`config.mk`:
```
export PLATFORM = sky130hd
export DESIGN_NAME = spm_front
export DESIGN_NICKNAME = d
export VERILOG_FILES = /design/src/hw/rtl/assert_macros.svh /design/src/hw/rtl/spm_pkg.sv /design/src/hw/rtl/spm_front.sv
export SDC_FILE = /design/constraint.sdc
export NUM_CORES = 1
export LEC_CHECK = 0
export BUFFER_PORTS_ARGS = -buffer_cell sky130_fd_sc_hd__clkbuf_2
export CORE_MARGIN = 2
export CORE_UTILIZATION = 35
export DETAILED_ROUTE_END_ITERATION = 10
export SYNTH_ARGS = -nofsm -noshare
export SYNTH_HDL_FRONTEND = slang
export SYNTH_SLANG_ARGS = --single-unit
```
`constraint.sdc`:
```
create_clock -name aclk -period 4.15 [get_ports aclk]
set_input_delay 0.415 -clock aclk [delete_from_list [all_inputs] [get_ports aclk]]
set_output_delay 0.415 -clock aclk [all_outputs]
set_load 0.05 [all_outputs]
```
`src/hw/rtl/assert_macros.svh`:
```
// Assertion macros used by the top-level RTL file of the PCM mixer.
// Each macro turns into nothing when SYNTHESIS is defined.
`ifndef ASSERT_MACROS_SVH
`define ASSERT_MACROS_SVH
`ifndef SYNTHESIS
`define ASSERT_IMPL(label, clk, rstn, prop) \
    label: assert property (@(posedge clk) disable iff (!rstn) prop) else $error("assert failed");
`define ASSERT_NEVER(label, clk, rstn, cond) \
    label: assert property (@(posedge clk) disable iff (!rstn) !(cond)) else $error("never failed");
`else
`define ASSERT_IMPL(label, clk, rstn, prop)
`define ASSERT_NEVER(label, clk, rstn, cond)
`endif
`endif

```
`src/hw/rtl/spm_pkg.sv`:
```
// Package for the stereo PCM mixer: command codes, constants and the queue entry type.
// Used by every module of the mixer; depends on nothing.
`timescale 1ns / 1ps
package spm_pkg;
    localparam int CHANNELS_DEF     = 8;
    localparam int SAMPLE_DEPTH_DEF = 4096;
    localparam int CMD_W  = 3;
    localparam int TDATA_W = 64;   // 58 bits of fields, padded to bytes
    localparam int MDATA_W = 40;

    typedef enum logic [2:0] {
        CMD_WRITE  = 3'd0,
        CMD_START  = 3'd1,
        CMD_PARAMS = 3'd2,
        CMD_STOP   = 3'd3,
        CMD_TICK   = 3'd4
    } cmd_t;

    typedef struct packed {
        logic [2:0]  command;
        logic [2:0]  channel_index;
        logic [11:0] sample_address;
        logic [7:0]  sample_byte;
        logic [15:0] sound_length;
        logic [7:0]  volume;
        logic [7:0]  separation;
    } item_t;
endpackage

```
`src/hw/rtl/spm_front.sv`:
```
// Front end of the PCM mixer: input handshake, unpacking, and a two-entry command queue.
// Depends on spm_pkg.
`timescale 1ns / 1ps
module spm_front (
    input  logic                        aclk,
    input  logic                        aresetn,
    input  logic                        s_tvalid,
    output logic                        s_tready,
    input  logic [spm_pkg::TDATA_W-1:0] s_tdata,
    output logic                        q_valid,
    input  logic                        q_pop,
    output spm_pkg::item_t              q_item
);
    spm_pkg::item_t mem_reg [2];
    logic [1:0] cnt_reg;
    logic       rd_reg, wr_reg;
    spm_pkg::item_t in_item;
    logic push;

    assign in_item = '{command: s_tdata[2:0], channel_index: s_tdata[5:3],
                       sample_address: s_tdata[17:6], sample_byte: s_tdata[25:18],
                       sound_length: s_tdata[41:26], volume: s_tdata[49:42],
                       separation: s_tdata[57:50]};
    assign s_tready = (cnt_reg != 2'd2);
    assign push     = s_tvalid && s_tready;
    assign q_valid  = (cnt_reg != 2'd0);
    assign q_item   = mem_reg[rd_reg];

    always_ff @(posedge aclk) begin
        if (push) begin
            mem_reg[wr_reg] <= in_item;
        end
        if (!aresetn) begin
            cnt_reg <= '0;
            rd_reg  <= 1'b0;
            wr_reg  <= 1'b0;
        end else begin
            if (push) wr_reg <= ~wr_reg;
            if (q_pop) rd_reg <= ~rd_reg;
            cnt_reg <= cnt_reg + {1'b0, push} - {1'b0, q_pop};
        end
    end
endmodule

```
# After elaboration in Yosys (flattened, before gate mapping)
# Memories as Yosys holds them, arrays and structs flattened. A register that Yosys moved wholly into a read port is not among the register bits.
# Index checks and enable logic that the tools add are counted.
op_classes:
  n_eq_ne: 1
  mux: 4
  bitwise_logic: 2
  add_sub_neg: 2
  n_reduce_logical: 2
op_table:
  columns: ["operator", "count"]
  rows:
  - ["1-bit 2-to-1 mux", 4]
  - ["2-bit by 1-bit adder with 2-bit output", 1]
  - ["2-bit inequality test, second input constant", 1]
  - ["1-bit inverter", 2]
  - ["2-bit nonzero test", 1]
  - ["2-bit by 1-bit subtractor with 2-bit output", 1]
  - ["1-bit logical AND", 1]
word_totals:
  word_cells: 15
  ramBits: 116
  register_bits: 4
  output_inout_bits: 60
  n_memories: 1
memory_table:
  columns: ["name", "depth", "width", "rd", "rd_ports_with_merged_regs", "wr", "line_no", "rtl"]
  rows:
  - ["mem_reg", 2, 58, 1, 1, 1, "spm_front.sv:14", "spm_pkg::item_t mem_reg [2];"]

# Logic depth before layout (Yosys ltp)
logic_depth:
  ltp_word: 4
  depth_mapped: 7
  ltp_nobuf: 7

# Worst setup path after synthesis
# No wires, ideal clock.
synth_path:
  path_type: "reg-to-reg"
  start: "reg cnt_reg[0]"
  end: "mem mem_reg[1][0] (netlist name) (enable)"
  t_required_ps: 3728
  slack_ps: 1342
  t_arrival_ps: 2386
  period_less_slack_ps: 2808
  stages_incl_launch_ff: 3
  n_path_buf: 0
  cell_sequence: "dfxtp_1 nand2b_1 and3_1"
synth_via:
  elab_chain_cells: 4
synth_rtl:
  columns: ["item", "line_no", "rtl"]
  rows:
  - ["from (decl)", "spm_front.sv:15", "logic [1:0] cnt_reg;"]
  - ["from (signal assigned)", "spm_front.sv:40", "cnt_reg <= cnt_reg + {1'b0, push} - {1'b0, q_pop};"]
  - ["2-bit inequality test", "spm_front.sv:24", "assign s_tready = (cnt_reg != 2'd2);"]
  - ["via s_tready", "spm_front.sv:8", "output logic s_tready,"]
  - ["1-bit logical AND", "spm_front.sv:25", "assign push = s_tvalid && s_tready;"]
  - ["1-bit 2-to-1 mux", "spm_front.sv:30", "if (push) begin"]
  - ["1-bit 2-to-1 mux (not written as such)", "spm_front.sv:31", "mem_reg[wr_reg] <= in_item;"]
  - ["to (decl)", "spm_front.sv:14", null]
# The timed path passes the listed nets, and every way through them passes these cells.

==> qor.csv <==
stage,metric,value,unit
timing,finClkSkew,3.12,ps
global_route,grt_max_degree,59,
timing,rsz0062_at_grt,no,
timing,setup_viol,0,
worst_setup_path,crit_chain,mux2_2 > clkbuf_2,
placed_design,dp_hpwl,4980,um
cts,numCtsBuffers,17,
cts,h-tree-depth,4,
cts,cts_setup_buffers,0,
drt,drt-initial-drc-count,101,
timing,tns,0,ps
global_route,track_usage,12.0,%
drt,routedWlPerCell,14.7,um
cts,max-clock-path-buffers,2,
timing,hold_viol_final,0,
finish,multiInputGateArea,888,sq um
drt,drtAntennaViolNets,0,
timing,tightest_slew,912,ps
worst_setup_path,required,3730,ps
timing,period_share,59.3,%
global_route,grt_pass1_vias,2529,
drt,firstDrtPassIters,4,
run,drv_cap,0,
global_route,antenna_found_initial,0,
floorplanning,rows,41,
drt,vias,2352,
yosys,ys.flop_type,edfxtp_1,
timing,fmax,406,MHz
finish,area_delta_synth_final,29.8,%
placed_design,place_ws,1950,ps
cts,cts_tree,done,
worst_setup_path,critical_path_class,flip-flop to output port,
finish,final_cells,530,
power,power_density,588,nW/um^2
finish,layout_common_cells,"clkbuf_2 (121), edfxtp_1 (116), mux2_2 (38)",
timing,setup_slack,1690,ps
cts,ctsResizeCount,0,
floorplanning,die_width,118,um
finish,utilization,46.5,%
floorplanning,coreArea,12600,sq um
finish,num_antenna_cells,0,
cts,clk_pin_slew,50,ps
worst_setup_path,path_max_fanout,58,
floorplanning,die-height,118,um
worst_setup_path,slowest_delay,940,ps
drt,wirelength,7800,um
finish,nFillCells,1147,
power,leakage,0.00228,uW
drt,drc_errors,0,
yosys,synth_cell_types,25,
global_route,grt_pass1_wl,12500,um
power,vdd_drop_max,259,uV
timing,slew_viol_final,0,
worst_setup_path,critPathCaptureType,output port,
worst_setup_path,cp_slowest_cell,dfxtp_4,
yosys,syn_avg_cell_area,21.7,sq um
yosys,synth_enable_flop_cells,116,
placed_design,placed_area,5330,sq um
hold_path,hold_class,input port to flip-flop,
yosys,ys_ff_latch,121,
yosys,synth_warnings,0,
yosys,syn_area,4520,sq um
finish,stdcell_area,5870,sq um
yosys,synth.net_count,277,
finish,layout_commonest_cell,clkbuf_2,
placed_design,portBuffers,121,
placed_design,gp_congestion,0.655,
worst_setup_path,crit_family,flip-flops,
yosys,seq_area_frac_synth,79.2,%
yosys,ys_async_sr_fraction,0,%
drt,via_per_inst,4.44,
finish,drive_gt1_share,59.5,%
timing,maxSlewHeadroom,39.2,%
finish,nets,414,
timing,final.min_clock_period,2460,ps
cts,hold_buffers,0,
cts,clock_latency,400,ps
worst_setup_path,crit_buf_inv,1,
cts,cts_sinks,121,
finish,largest_reg_flops,116,
floorplanning,die_area,13800,sq um
worst_setup_path,arrival,2050,ps
floorplanning,initial_utilization,35.8,%
cts,cts_root_buffer,clkbuf_16,
global_route,grt_overflow,0,
finish,seq_area,3590,sq um
placed_design,dp.cells,498,
yosys,postSynthCellCount,208,
worst_setup_path,crit_path_start_kind,flip-flop,
floorplanning,ios,128,
run_status,run_status,completed,
cell usage after synthesis, drive strengths merged (2+ instances only):
cell / instances / share of area, %
buf: 6 / 1.0
a21boi: 2 / 0.41
and2: 3 / 0.41
inv: 2 / 0.17
dfxtp: 5 / 2.2
nand2: 2 / 0.17
mux2: 58 / 16
nand3b: 2 / 0.33
edfxtp: 116 / 77
area by class of cell:
class / count / share of cell area (%)
clock buffers: 20 / 7.44
clock inverters: 12 / 1.83
inverters: 2 / 0.128
multi-input cells: 79 / 15.1
flip-flops and latches: 121 / 61.1
well taps: 172 / 3.67
repair buffers: 124 / 10.7
path summary, 6_finish.rpt:
check                                  from             end  slack, ps  cells after the start
worst min register to register       rd_reg       flip-flop        570                      2
worst max-delay path              flip-flop      q_item[19]       1690                      2
worst min-delay path            s_tdata[40]  mem_reg[0][30]        200                      1
worst max register to register   cnt_reg[0]  mem_reg[1][11]       1990                      3
kinds of logic after synthesis:
family | count (synthesis) | share of synthesized area, %
AOI/OAI and AO/OA | 5 | 0.996
xor gates and xnor gates | 2 | 0.387
adders and majority gates | 1 | 0.277
buffers and inverters | 8 | 1.16
DFF | 121 | 79.2
muxes | 59 | 16.3
and+or+nand+nor | 12 | 1.63
routing by layer:
metal | routed length, um | vias up | track usage [%] | share of wire, %
li1 | - | 1103 | - | -
met1 | 3260 | 1156 | 13.4 | 42
met2 | 3870 | 80 | 19.5 | 50
met3 | 518 | 13 | 5.18 | 6.6
met4 | 152 | 0 | 6.55 | 1.9
met5 | 0 | - | 0 | 0
per-stage QoR:
step	power [uW]	hold WS [ps]
after floorplan	2000	514
after global placement	2140	554
after detailed placement	2150	563
after CTS	3500	176
after global routing	3600	177
final	3450	197
power breakdown:
group	switching [uW]	leakage [uW]	internal (uW)	total (uW)
Sequential	50.4	0.00113	1460	1510
Clock	469	0.000267	866	1340
Combinational	425	0.000891	179	604
Total	944	0.00228	2510	3450
No activity file was read; power rests on OpenSTA's default activity.
